[src/rtl/swrs_pkg.sv]
`default_nettype none
package swrs_pkg;

  // Build-time defaults for the top level parameters.
  localparam int WINDOW_MAX_DEF = 64;
  localparam int PRICE_BITS_DEF = 24;

  // Window length setting: the width of its config port, its value after reset and its floor.
  localparam int CFG_W          = 7;
  localparam int WINDOW_DEFAULT = 20;
  localparam int WINDOW_MIN     = 2;

  // Slope format, signed Q16.16, and the quotient the divider produces.
  localparam int BETA_W    = 32;
  localparam int FRAC_BITS = 16;
  localparam int QUOT_W    = BETA_W + 1;
  localparam int PRE_SHIFT = QUOT_W - FRAC_BITS - 1;

  localparam logic [BETA_W-1:0] BETA_MAX = {1'b0, {(BETA_W-1){1'b1}}};
  localparam logic [BETA_W-1:0] BETA_MIN = {1'b1, {(BETA_W-1){1'b0}}};

  typedef enum logic [1:0] {
    ST_WARMUP    = 2'd0,
    ST_VALID     = 2'd1,
    ST_FLAT      = 2'd2,
    ST_SATURATED = 2'd3
  } status_t;

  // Per-cycle control of the shared multiply/add unit.
  typedef struct packed {
    logic mul_en;    // load a new product
    logic use_prod;  // second adder operand is the last product
    logic prod_hi;   // product is shifted up by one operand width
    logic subtract;  // adder computes a - b
  } alu_ctrl_t;

endpackage
`default_nettype wire

[src/rtl/swrs_alu.sv]
`default_nettype none
module swrs_alu #(
  parameter int OPW = swrs_pkg::PRICE_BITS_DEF + 6
) (
  input  wire                     clk,
  input  var swrs_pkg::alu_ctrl_t ctrl,
  input  wire  [OPW-1:0]          mul_a,
  input  wire  [OPW-1:0]          mul_b,
  input  wire  [2*OPW+1:0]        add_a,
  input  wire  [2*OPW+1:0]        add_b,
  output logic [2*OPW+1:0]        add_y
);

  localparam int PROD_W = 2 * OPW;
  localparam int ADD_W  = PROD_W + 2;

  logic [PROD_W-1:0] prod_r;
  logic [PROD_W-1:0] prod_nxt;
  logic [ADD_W-1:0]  b_sel;
  logic [ADD_W-1:0]  b_eff;

  // The product is registered; the adder takes it from that register in the next cycle.
  assign prod_nxt = {{OPW{1'b0}}, mul_a} * {{OPW{1'b0}}, mul_b};

  always_ff @(posedge clk) begin
    if (ctrl.mul_en) begin
      prod_r <= prod_nxt;
    end
  end

  always_comb begin
    if (ctrl.use_prod) begin
      if (ctrl.prod_hi) begin
        b_sel = ADD_W'(prod_r) << OPW;
      end else begin
        b_sel = ADD_W'(prod_r);
      end
    end else begin
      b_sel = add_b;
    end
    b_eff = ctrl.subtract ? ~b_sel : b_sel;
    add_y = add_a + b_eff + ADD_W'(ctrl.subtract);
  end

endmodule
`default_nettype wire
[config.mk]
export PLATFORM = sky130hd
export DESIGN_NAME = swrs_alu
export DESIGN_NICKNAME = d
export VERILOG_FILES = /design/src/rtl/swrs_pkg.sv /design/src/rtl/swrs_alu.sv
export SDC_FILE = /design/constraint.sdc
export NUM_CORES = 2
export LEC_CHECK = 0
export BUFFER_PORTS_ARGS = -buffer_cell sky130_fd_sc_hd__buf_2
export CORE_MARGIN = 1
export CORE_UTILIZATION = 25
export CTS_CLUSTER_SIZE = 20
export DETAILED_ROUTE_END_ITERATION = 12
export GPL_TIMING_DRIVEN = 0
export PLACE_DENSITY_LB_ADDON = 0.3
export SLEW_MARGIN = 40
export SYNTH_ARGS = -nofsm -noshare
export SYNTH_HDL_FRONTEND = slang
export SYNTH_SLANG_ARGS = --single-unit
[constraint.sdc]
create_clock -name clk -period 8.35 [get_ports clk]
set_input_delay 1.2525 -clock clk [delete_from_list [all_inputs] [get_ports clk]]
set_output_delay 1.2525 -clock clk [all_outputs]
set_load 0.005 [all_outputs]
==> results list <==
- Period utilization: 0.996
- Setup repair after global routing could not meet its margin everywhere.
* Routed wire length: 147 mm
- In the final layout, the share of cells above drive strength 1 is 0.108.
- Routability-driven placement finished with a final weighted congestion of 0.959.
- For this run, the detailed router's first-pass iteration total came to 5.
- Largest register by flop count: prod_r
- The largest total area in the synthesized netlist belongs to sky130_fd_sc_hd__fa_1.
- The critical path is of the input port to register type.
- Synth cell count leaders: sky130_fd_sc_hd__inv_1 (827), sky130_fd_sc_hd__fa_1 (781), sky130_fd_sc_hd__and2_1 (533), sky130_fd_sc_hd__nand2_1 (452), sky130_fd_sc_hd__ha_1 (308)
- Setup slack on the critical path of the routed design comes to 34.2 ps.
- In this run, synthesis produced a sequential element count of 60.
- The final route contains 29700 vias.
- The mapped netlist covers 0.0366 mm2.
- The initial antenna violation count came to 9.
- The core region is 0.145 mm2.
* Starting density of the core: 0.252
- The cell family contributing the most delay on the critical path is adder cells.
- After routing the design area is 0.0414 mm2.
- Synth Instances: 4159
* Max transition margin: 0.398
- Ranked by total cell area, the synthesized netlist is headed by sky130_fd_sc_hd__fa_1 (43%), sky130_fd_sc_hd__ha_1 (11%), sky130_fd_sc_hd__and2_1 (9.1%), sky130_fd_sc_hd__inv_1 (8.5%), sky130_fd_sc_hd__edfxtp_1 (4.9%).
* Iteration-0 DRC Markers: 1995
* Number of hold violations in the final report: 0
- Crit-path slowest cell: sky130_fd_sc_hd__or4b_4
- Syn avg cell area: 8.80 um2
- During I/O placement, the number of pins put on the boundary was 251.
- Using the TritonRoute via totals, the vias-per-cell ratio works out to 4.72.
- Global-route wire length before repair: 213 mm
- Largest buffer count on any clock path: 2
* Area share of the largest cell type after synthesis: 0.427
- Arr. time, crit path: 8390 ps
- Number of enable flip-flop cells after synthesis: 60
- Cell count after placement: 6264
* Share of async-settable or async-resettable flops after synthesis: 0
* Highest attainable clock frequency: 120 MHz
- In this run the number of H-tree levels came out at 3.
- Crit path largest cell delay: 570 ps
* Number of clock buffers inserted by TritonCTS: 9
- The placed instances occupy a cell area of 0.0400 mm2.
- The initialized floorplan defines 140 standard-cell rows.
- TritonCTS clock tree: yes
- Crit. End Element: register
- Sum of overflow across all layers after global routing: 0
- Average wire per cell in the routed design: 23.3 um
* Number of pins exceeding their max-slew limit in the final report: 0
* Biggest registers after layout: prod_r (60)
- The clock drives 60 sinks.
- STA classifies the critical path startpoint as an input port.
- STA puts the critical path data required time at 8420 ps.
- In this run the worst path has a maximum fanout of 11.
* Clock root buffer: sky130_fd_sc_hd__clkbuf_16
- Syn-to-layout area delta: 13.1%
- Number of antenna-violating nets in the routed design: 0
- Counting every net in the synthesized netlist gives 5437.
* Cell seen most often among critical-path stages: sky130_fd_sc_hd__fa_1
- Count of unresolved DRC violations after routing: 0
- Yosys warning total: 0
- Among all flip-flop cells after synthesis, the most frequent one is sky130_fd_sc_hd__edfxtp_1.
- The finished layout holds 6302 standard cells, fillers aside.
* Min cycle time layout: 8320 ps
- I/O Buffers: 188
- Most frequent cell after synthesis: sky130_fd_sc_hd__inv_1
* Number of instances on the worst hold path: 1
* Total GRT Usage: 0.197
- The tightest min-delay check is of the input port to register type.
- Across all hold checks on the routed design, the worst slack comes to 1510 ps.
- Run status: completed
- The die is 385 um tall.
- For this run, the register share of the synthesized area comes to 0.0492.
* Worst slack, placed: -1500 ps
- Synthesis instantiated 66 different standard cells from the library.
- The via count of the first global-routing pass was 31700.
* Max-cap check violation count: 0
- Counting buffers and inverters, the worst setup path is 27 cells deep.
* Final Setup Violations: 0
- At the end of the flow, the number of nets in the layout was 5652.
- The floorplan step defined a die boundary enclosing 0.148 mm2.
- Sum of net half-perimeters after detailed placement: 125 mm
- Measured along the x axis, the die boundary spans 385 um.
- Max reg flops: 60
- The critical path contains buffers and inverters numbering 8 combined.
- Clock-pin slew was measured on the worst setup and hold paths at 50 ps.
- Entering global routing, the biggest net connects 61 pins.
- For the pin with the worst max-slew slack, the measured transition is 903 ps.
[cell families (layout without fill, tap and decap cells)]
logic type               after synthesis  in the layout  synth area share
buffers and inverters               1076           1296             0.111
AO/OA/AOI/OAI                        469            469            0.0794
flip-flops                            60             60            0.0492
AND/OR/NAND/NOR                     1259           1259             0.178
XOR/XNOR                             175            175            0.0419
other                                  0              6                 0
multiplexers                          31             31           0.00848
adder cells (fa/ha/maj)             1089           1089             0.533
[layout make-up]
class	count	area [um2]
well taps	1917	2400
plain buffers	248	1520
inverters	827	3110
clock buffers	10	229
clock inverters	6	78.8
flip-flops and latches	60	1800
fillers	15700	104000
multi-input cells	3023	31200
repair buffers	205	1070
diodes	6	15.0
[final timing paths]
check       from         end
max    mul_a[13]  prod_r[53]
min      ctrl[3]  prod_r[56]
[cell usage in the layout (no fill, tap or decap), types with 14 or more instances in the layout]
cell type	synthesis	routed
sky130_fd_sc_hd__a21o_1	62	62
sky130_fd_sc_hd__a21oi_1	196	189
sky130_fd_sc_hd__a31oi_1	16	14
sky130_fd_sc_hd__and2_1	533	527
sky130_fd_sc_hd__and3_1	25	22
sky130_fd_sc_hd__buf_2	4	206
sky130_fd_sc_hd__buf_4	0	25
sky130_fd_sc_hd__clkbuf_1	233	79
sky130_fd_sc_hd__clkbuf_2	0	70
sky130_fd_sc_hd__clkbuf_4	0	35
sky130_fd_sc_hd__clkbuf_8	0	21
sky130_fd_sc_hd__edfxtp_1	60	60
sky130_fd_sc_hd__fa_1	781	773
sky130_fd_sc_hd__ha_1	308	295
sky130_fd_sc_hd__inv_1	827	819
sky130_fd_sc_hd__mux2i_1	31	31
sky130_fd_sc_hd__nand2_1	452	449
sky130_fd_sc_hd__nand3_1	23	22
sky130_fd_sc_hd__nand4_1	32	32
sky130_fd_sc_hd__nor2_1	94	92
sky130_fd_sc_hd__nor2b_1	46	46
sky130_fd_sc_hd__nor3_1	22	19
sky130_fd_sc_hd__o21ai_0	73	67
sky130_fd_sc_hd__o21bai_1	23	22
sky130_fd_sc_hd__xnor2_1	109	108
sky130_fd_sc_hd__xor2_1	66	66
[what timing repair did]
action / 4_1_cts / 5_1_grt
pin swaps: 14 / 31
setup buffers: 4 / 12
gates resized for setup: 248 / 85
hold buffers: 0 / 0
setup endpoints to repair: 30 / 18
[routing by layer]
layer	track usage	up-vias	wire length (um)
li1	-	13100	-
met1	0.245	15300	59300
met2	0.345	1159	71700
met3	0.0349	205	11100
met4	0.0610	2	5020
met5	0	-	14
[metrics by stage]
| stage | TNS (ps) | utilization |
|---|---|---|
| finish | 0 | 0.285 |
| global route | -145 | 0.285 |
| CTS | -7.66 | 0.283 |
| detailed placement | -26900 | 0.275 |
| global placement | -35330 | 0.275 |
| floorplan | 0 | - |
Power is not shown: default switching activity piles up to over one toggle a cycle in this logic, so the estimate is an artifact.
